$ cat config.mk
export PLATFORM = sky130hd
export DESIGN_NAME = npcs_dist_unit
export DESIGN_NICKNAME = d
export VERILOG_FILES = /design/src/rtl/npcs_pkg.sv /design/src/rtl/npcs_dist_unit.sv
export SDC_FILE = /design/constraint.sdc
export NUM_CORES = 1
export LEC_CHECK = 0
export ABC_AREA = 1
export BUFFER_PORTS_ARGS = -buffer_cell sky130_fd_sc_hd__buf_2
export CAP_MARGIN = 20
export CORE_UTILIZATION = 55
export CTS_CLUSTER_SIZE = 10
export DETAILED_ROUTE_END_ITERATION = 8
export PLACE_DENSITY = 0.85
export SKIP_CTS_REPAIR_TIMING = 1
export SYNTH_ARGS = -nofsm -noshare
export SYNTH_HDL_FRONTEND = slang
export SYNTH_SLANG_ARGS = --single-unit
$ cat constraint.sdc
create_clock -name clock -period 4.79 [get_ports clock]
set_clock_uncertainty 0.15 [all_clocks]
set_input_delay 0.958 -clock clock [delete_from_list [all_inputs] [get_ports clock]]
set_output_delay 0.958 -clock clock [all_outputs]
set_load 0.01 [all_outputs]
$ cat src/rtl/npcs_pkg.sv
`default_nettype none

package npcs_pkg;

   localparam int PALETTE_ENTRIES = 256;
   localparam int RAM_ADDR_W      = $clog2(PALETTE_ENTRIES);
   localparam int INDEX_SPAN      = 256;
   localparam int SPAN_W          = 11;

   localparam int IDX_W   = 8;
   localparam int CHAN_W  = 8;
   localparam int COLOR_W = 3 * CHAN_W;
   localparam int SQ_W    = 2 * CHAN_W;
   localparam int DIST_W  = 18;
   localparam int COUNT_W = 9;

   localparam logic KIND_WRITE = 1'b0;
   localparam logic KIND_QUERY = 1'b1;

   typedef struct packed {
      logic             valid;
      logic             first;
      logic             last;
      logic [IDX_W-1:0] index;
   } npcs_tag_type;

endpackage

`default_nettype wire

$ cat src/rtl/npcs_dist_unit.sv
`default_nettype none

module npcs_dist_unit
   import npcs_pkg::*;
(
   input  wire logic               clock,
   input  wire logic               reset,
   input  wire logic [COLOR_W-1:0] entry,
   input  wire logic [COLOR_W-1:0] color,
   input  wire npcs_tag_type       tag_in,
   output logic      [DIST_W-1:0]  distance,
   output npcs_tag_type            tag_out
);

   npcs_tag_type      s1_tag_ff, s2_tag_ff;
   logic [CHAN_W-1:0] s1_diff_ff [3];
   logic [CHAN_W-1:0] s1_diff_in [3];
   logic [SQ_W-1:0]   s2_sq_ff [3];
   logic [SQ_W-1:0]   s2_sq_in [3];

   always_comb begin
      logic [CHAN_W-1:0] a, b;
      for (int c = 0; c < 3; c++) begin
         a = entry[c*CHAN_W +: CHAN_W];
         b = color[c*CHAN_W +: CHAN_W];
         s1_diff_in[c] = (a > b) ? (a - b) : (b - a);
         s2_sq_in[c]   = SQ_W'(s1_diff_ff[c]) * SQ_W'(s1_diff_ff[c]);
      end
   end

   always_ff @(posedge clock) begin
      if (reset) begin
         s1_tag_ff <= '0;
         s2_tag_ff <= '0;
      end else begin
         s1_tag_ff <= tag_in;
         s2_tag_ff <= s1_tag_ff;
      end
   end

   always_ff @(posedge clock) begin
      s1_diff_ff <= s1_diff_in;
      s2_sq_ff   <= s2_sq_in;
   end

   assign distance = DIST_W'(s2_sq_ff[0]) + DIST_W'(s2_sq_ff[1]) + DIST_W'(s2_sq_ff[2]);
   assign tag_out  = s2_tag_ff;

endmodule

`default_nettype wire

==> out/results.tsv, run 1 <==
stage	metric	value	unit
final_layout	Fillers	1761	
hold_path	Hold Path Class	reg -> reg	
floorplanning	die area	0.02080	mm2
cts	worst skew pair latency	350	ps
worst_setup_path	crit end category	flip-flop	
timing	Tmin final	4177	ps
floorplanning	I/O Pins	90	
cts	clk sink count	91	
logic_synthesis	sequential element share of the synthesized area	16.38	%
logic_synthesis	mean post-synth cell area	6.944	um2
run	max-cap viol count	0	
final_layout	Final #Nets	1974	
timing	final period utilization	87.21	%
final_layout	area delta synth->final	8.109	%
route	vias per cell	4.784	
worst_setup_path	Crit Path Max Fanout	9	
logic_synthesis	Post-synth EDFFs	0	
floorplanning	Die W	144.2	um
cts	CTS Buffer Depth	2	
global_route	first-pass GRT wire length	37510	um
final_layout	commonest non-fill, non-tap cell in the layout	nand2_1	
route	via count	9271	
route	DRC errors left	0	
floorplanning	Site Rows	51	
final_layout	n_diodes	0	
cts	TritonCTS buffer count	9	
timing	Slew Viols, Final	0	
global_route	total grt overflow	0	
route	Detail Route Antenna Nets	0	
route	total wire length	21230	um
logic_synthesis	Post-Syn Instances	1602	
global_route	initial antenna violation count	0	
outcome	status	finished, final reports clean	
final_layout	Final Core Density	61.19	%
cts	CTS tree	yes	
placed_design	placed insts	1922	
worst_setup_path	CP required	4890	ps
worst_setup_path	critical setup path kind	reg -> reg	
cts	clock-pin slew on the worst setup and hold paths	70	ps
final_layout	Finished Layout Cells	1938	
route	average wire per standard cell	10.95	um
cts	clock root cell	clkbuf_16	
timing	Fin Setup TNS	0	ps
placed_design	Port Buffer Count	89	
logic_synthesis	Yosys Warn Count	0	
timing	WHS	252.4	ps
timing	final hold violations	0	
logic_synthesis	FFs w/ async S/R, synth	0	%
floorplanning	Initial Util	56.60	%
logic_synthesis	Yosys reg bits	91	
floorplanning	area of the core	0.01965	mm2
global_route	GRT Util Overall	22.16	%
logic_synthesis	Mapped Area	0.01112	mm2
logic_synthesis	Main synth FF type	dfxtp_1	
route	drt initial violations	409	
global_route	vias in the first global route	8974	
timing	Setup violations, final	0	
timing	fmax	239.4	MHz
worst_setup_path	critical path arrival	4280	ps
cts	H-tree levels	3	
worst_setup_path	Critical Path Start Type	flip-flop	
final_layout	layout cells sized above 1	7.412	%
global_route	largest net degree at the start of global routing	23	
floorplanning	Die H	144.2	um
placed_design	HPWL Detailed	18390	um
timing	RSZ-0062 raised after global routing	no	
route	TritonRoute pass-1 iters	5	
logic_synthesis	Distinct cells, synth	29	
placed_design	routability cong.	0.8911	
final_layout	most frequent cells in the layout	nand2_1, inv_1, ha_1, fa_1, nor2_1	
state kept, by name (all words and copies together) (netlist names):
name / count
tag_out: 11
s1_tag_ff: 11
s1_diff_ff: 24
s2_sq_ff: 45
critical path: stages, from the launching register on:
cell     delay (ps)
dfxtp_1         540
nand2_1         140
fa_1            550
inv_1            70
fa_1            520
fa_1            550
inv_1            60
fa_1            520
inv_1            40
ha_1            340
a21oi_1         220
nor2_1           60
nor2_1          130
nand3_1          90
nand2_1          60
nand2_1          40
through the flow:
step	setup slack, ps	area, um2
floorplan	773.6	11130
global placement	721.2	11720
detailed placement	643.3	11720
CTS	624.2	12030
global route	312.3	12030
finish	612.5	12030
logic make-up after synthesis:
| kind of cell | share of synthesized area (%) |
|---|---|
| AO/OA/AOI/OAI | 4.184 |
| XOR/XNOR | 5.196 |
| adder cells (fa/ha/maj) | 34.10 |
| buffers and inverters | 15.61 |
| flip-flops | 16.38 |
| multiplexers | 0.08998 |
| other | 0.03371 |
| AND/OR/NAND/NOR | 24.41 |
per-layer routing:
metal / GRT usage [%] / up-vias / wire [um]
li1: - / 4866 / -
met1: 26.82 / 4207 / 9641
met2: 41.27 / 179 / 10560
met3: 2.649 / 19 / 805
met4: 5.706 / 0 / 219
met5: 0 / - / 0
final cells by class:
| class | count | area [um2] | area share, % |
|---|---|---|---|
| inverters | 412 | 1546 | 12.86 |
| clock inverters | 7 | 82.58 | 0.6866 |
| multi-input cells | 1065 | 7574 | 62.97 |
| repair buffers | 89 | 445.4 | 3.704 |
| flip-flops and latches | 91 | 1822 | 15.15 |
| well taps | 265 | 331.6 | 2.757 |
| clock buffers | 9 | 225.2 | 1.873 |
synth_stat cells (all sizes together), types with 12 or more instances:
library cell	instances	area (um2)
a21oi	55	275.3
nand4	22	137.6
fa	97	1942
clkbuf	24	90.09
nand3	80	400.4
ha	148	1852
o21ai	23	145.1
xor2	46	402.9
xnor2	20	175.2
nand2	449	1698
buf	12	100.1
inv	412	1546
dfxtp	91	1822
nor2	98	372.9
worst paths after layout:
check	start	to	slack [ps]	cells after the start
setup / recovery	s1_diff_ff[10]	s2_sq_ff[28]	610	15
hold / removal	s1_tag_ff[1]	tag_out[1]	250	2
hold reg to reg	s1_tag_ff[1]	tag_out[1]	250	2
setup reg to reg	s1_diff_ff[10]	s2_sq_ff[28]	610	15
Power of run 1 is left out: the tool's default activity adds up to more than one toggle a clock period on the data nets, which glitch-free logic cannot reach.
==> run 2, diff against run 1 <==
--- a/config.mk
+++ b/config.mk
@@ -8,8 +8,9 @@
 export ABC_AREA = 1
 export BUFFER_PORTS_ARGS = -buffer_cell sky130_fd_sc_hd__buf_2
 export CAP_MARGIN = 20
+export CORE_MARGIN = 10
 export CORE_UTILIZATION = 55
-export CTS_CLUSTER_SIZE = 10
+export CTS_BUF_LIST = sky130_fd_sc_hd__clkbuf_2
 export DETAILED_ROUTE_END_ITERATION = 8
 export PLACE_DENSITY = 0.85
 export SKIP_CTS_REPAIR_TIMING = 1
==> out/results.tsv, run 2 (same netlist as run 1, synthesis figures left out) <==
stage	metric	value	unit	change
timing	fmax	237.9	MHz	-0.62%
timing	Setup violations, final	0		unchanged
worst_setup_path	R2R Path End	s2_sq_ff[14]		
floorplanning	I/O Pins	90		unchanged
placed_design	Port Buffer Count	89		unchanged
timing	Tmin final	4203	ps	+25.90 ps
worst_setup_path	Slowest cell on crit path	dfxtp_1		
global_route	met1 Use GR	20.69	%	-6.1 points
worst_setup_path	CP required	5130	ps	+240 ps
cts	TritonCTS buffer count	9		unchanged
route	average wire per standard cell	11.19	um	+2.1%
worst_setup_path	Critical Path Start Type	flip-flop		
route	total wire length	21690	um	+2.2%
timing	Fin Setup TNS	0	ps	unchanged
global_route	first-pass GRT wire length	39000	um	+4.0%
global_route	M2 GR Usage	30.69	%	-11 points
worst_setup_path	Crit Path Max Fanout	9		unchanged
global_route	vias in the first global route	9230		+2.9%
worst_setup_path	delay-heaviest family, CP	adder cells		
final_layout	final std cell area, no fill	0.01185	mm2	-1.5%
global_route	GRT Max-Usage Layer	met2		
worst_setup_path	r2r setup slk	590	ps	-30 ps
run	max-cap viol count	0		unchanged
worst_setup_path	critical path arrival	4550	ps	+270 ps
route	drt initial violations	558		+36%
worst_setup_path	CP peak stage delay	620	ps	+70 ps
floorplanning	area of the core	0.01965	mm2	unchanged
floorplanning	Site Rows	51		unchanged
timing	final period utilization	87.75	%	+0.54 points
placed_design	HPWL Detailed	19020	um	+3.5%
timing	Worst Slack Setup Final	586.6	ps	-25.90 ps
timing	Slew Viols, Final	0		unchanged
cts	clock-pin slew on the worst setup and hold paths	270	ps	+200 ps
placed_design	Placed Area	0.01172	mm2	unchanged
global_route	initial antenna violation count	1		+1
global_route	GR Util met3	2.781	%	+0.13 points
final_layout	Top reg by flops	s2_sq_ff		
final_layout	most frequent cells in the layout	nand2_1, inv_1, ha_1, fa_1, nor2_1		
final_layout	Largest register FFs	45		unchanged
cts	clk sink count	91		unchanged
worst_setup_path	worst path bufs/invs	3		unchanged
floorplanning	Die H	162.2	um	+12%
worst_setup_path	crit-path cells	nand2_1, inv_1, fa_1, fa_1, fa_1, inv_1, fa_1, inv_1, ha_1, a21oi_1, nand2_1, nand2_1, nand3_1, nand2_1, nand2_1		
worst_setup_path	CP dominant cell by count	nand2_1		
placed_design	dpl ws	640.1	ps	-3.192 ps
cts	CTS tree	yes		
cts	worst skew pair latency	590	ps	+240 ps
final_layout	layout cells sized above 1	7.412	%	unchanged
route	vias per cell	4.822		+0.80%
worst_setup_path	R2R cell count	15		unchanged
global_route	GRT Util Overall	17.22	%	-4.9 points
placed_design	routability cong.	0.9199		+3.2%
worst_setup_path	crit end category	flip-flop		
worst_setup_path	RR Startpoint	s1_diff_ff[3]		
timing	final hold violations	0		unchanged
cts	CTS Buffer Depth	2		unchanged
floorplanning	Initial Util	56.60	%	unchanged
route	TritonRoute pass-1 iters	7		+2
cts	H-tree levels	3		unchanged
worst_setup_path	Worst Setup SP	s1_diff_ff[3]		
global_route	largest net degree at the start of global routing	23		unchanged
route	Detail Route Antenna Nets	0		unchanged
worst_setup_path	Worst path depth	15		unchanged
final_layout	Largest regs	s2_sq_ff: 45 flops, s1_diff_ff: 24 flops		
final_layout	multi-input logic area	0.007574	mm2	unchanged
floorplanning	Die W	162.2	um	+12%
worst_setup_path	critical setup path kind	reg -> reg		
route	via count	9350		+0.85%
final_layout	Reg area	0.001822	mm2	unchanged
cts	clock root cell	clkbuf_2		
route	DRC errors left	0		unchanged
final_layout	commonest non-fill, non-tap cell in the layout	nand2_1		
final_layout	Final #Nets	1974		unchanged
outcome	status	finished, final reports clean		
hold_path	hold depth	2		unchanged
hold_path	Hold Path Class	reg -> reg		
worst_setup_path	Worst Setup EP	s2_sq_ff[14]		
global_route	total grt overflow	0		unchanged
final_layout	Fillers	1783		+1.2%
timing	RSZ-0062 raised after global routing	no		
floorplanning	die area	0.02632	mm2	+27%
final_layout	area delta synth->final	6.478	%	
[run 2: cell types whose count changed in the layout (fill, tap and decap cells not counted)]
cell,change
clkbuf_16,-9
inv_6,-2
diode_2,+1
clkbuf_2,+10
clkinv_4,+1
[run 2: layout make-up]
class,instances,area share [%]
Clock inverter,6,0.6232
Timing Repair Buffer,89,3.760
Antenna cell,1,0.02113
Multi-Input combinational cell,1065,63.94
Inverter,412,13.06
Tap cell,265,2.799
Clock buffer,10,0.4225
Sequential cell,91,15.38
[run 2: per-stage QoR]
stage | instances | util (%) | hold WS [ps]
after detailed placement | 1922 | 59.63 | 242.8
after global routing | 1939 | 60.27 | 275.9
final | 1939 | 60.27 | 244.1
after floorplan | 1604 | - | 179.0
after global placement | 1922 | 59.63 | 239.5
after CTS | 1938 | 60.26 | 248.7
[run 2: worst reg2reg max path, delay by kind of cell, from the launching register on]
kind	cells	cell delay, ps
fa+ha+maj	5	2400
flops	1	620
simple gates	6	570
compound gates	1	220
buf+inv	3	190
[run 2: how the worst min path moves through the flow]
stage / start / endpoint / slack [ps]
after CTS: s1_tag_ff[9] / tag_out[9] / 250
after floorplan: s1_diff_ff[0] / s2_sq_ff[0] / 180
after detailed placement: s1_tag_ff[2] / tag_out[2] / 240
final: s1_tag_ff[9] / tag_out[9] / 240
after global placement: s1_tag_ff[1] / tag_out[1] / 240
after global routing: s1_tag_ff[6] / tag_out[6] / 280
[run 2: per-layer routing]
metal / routed length (um) / up-vias
met5: 0 / -
met4: 378 / 0
met3: 1025 / 28
met2: 10470 / 214
met1: 9815 / 4244
li1: - / 4864
Power of run 2 is left out for the same reason.
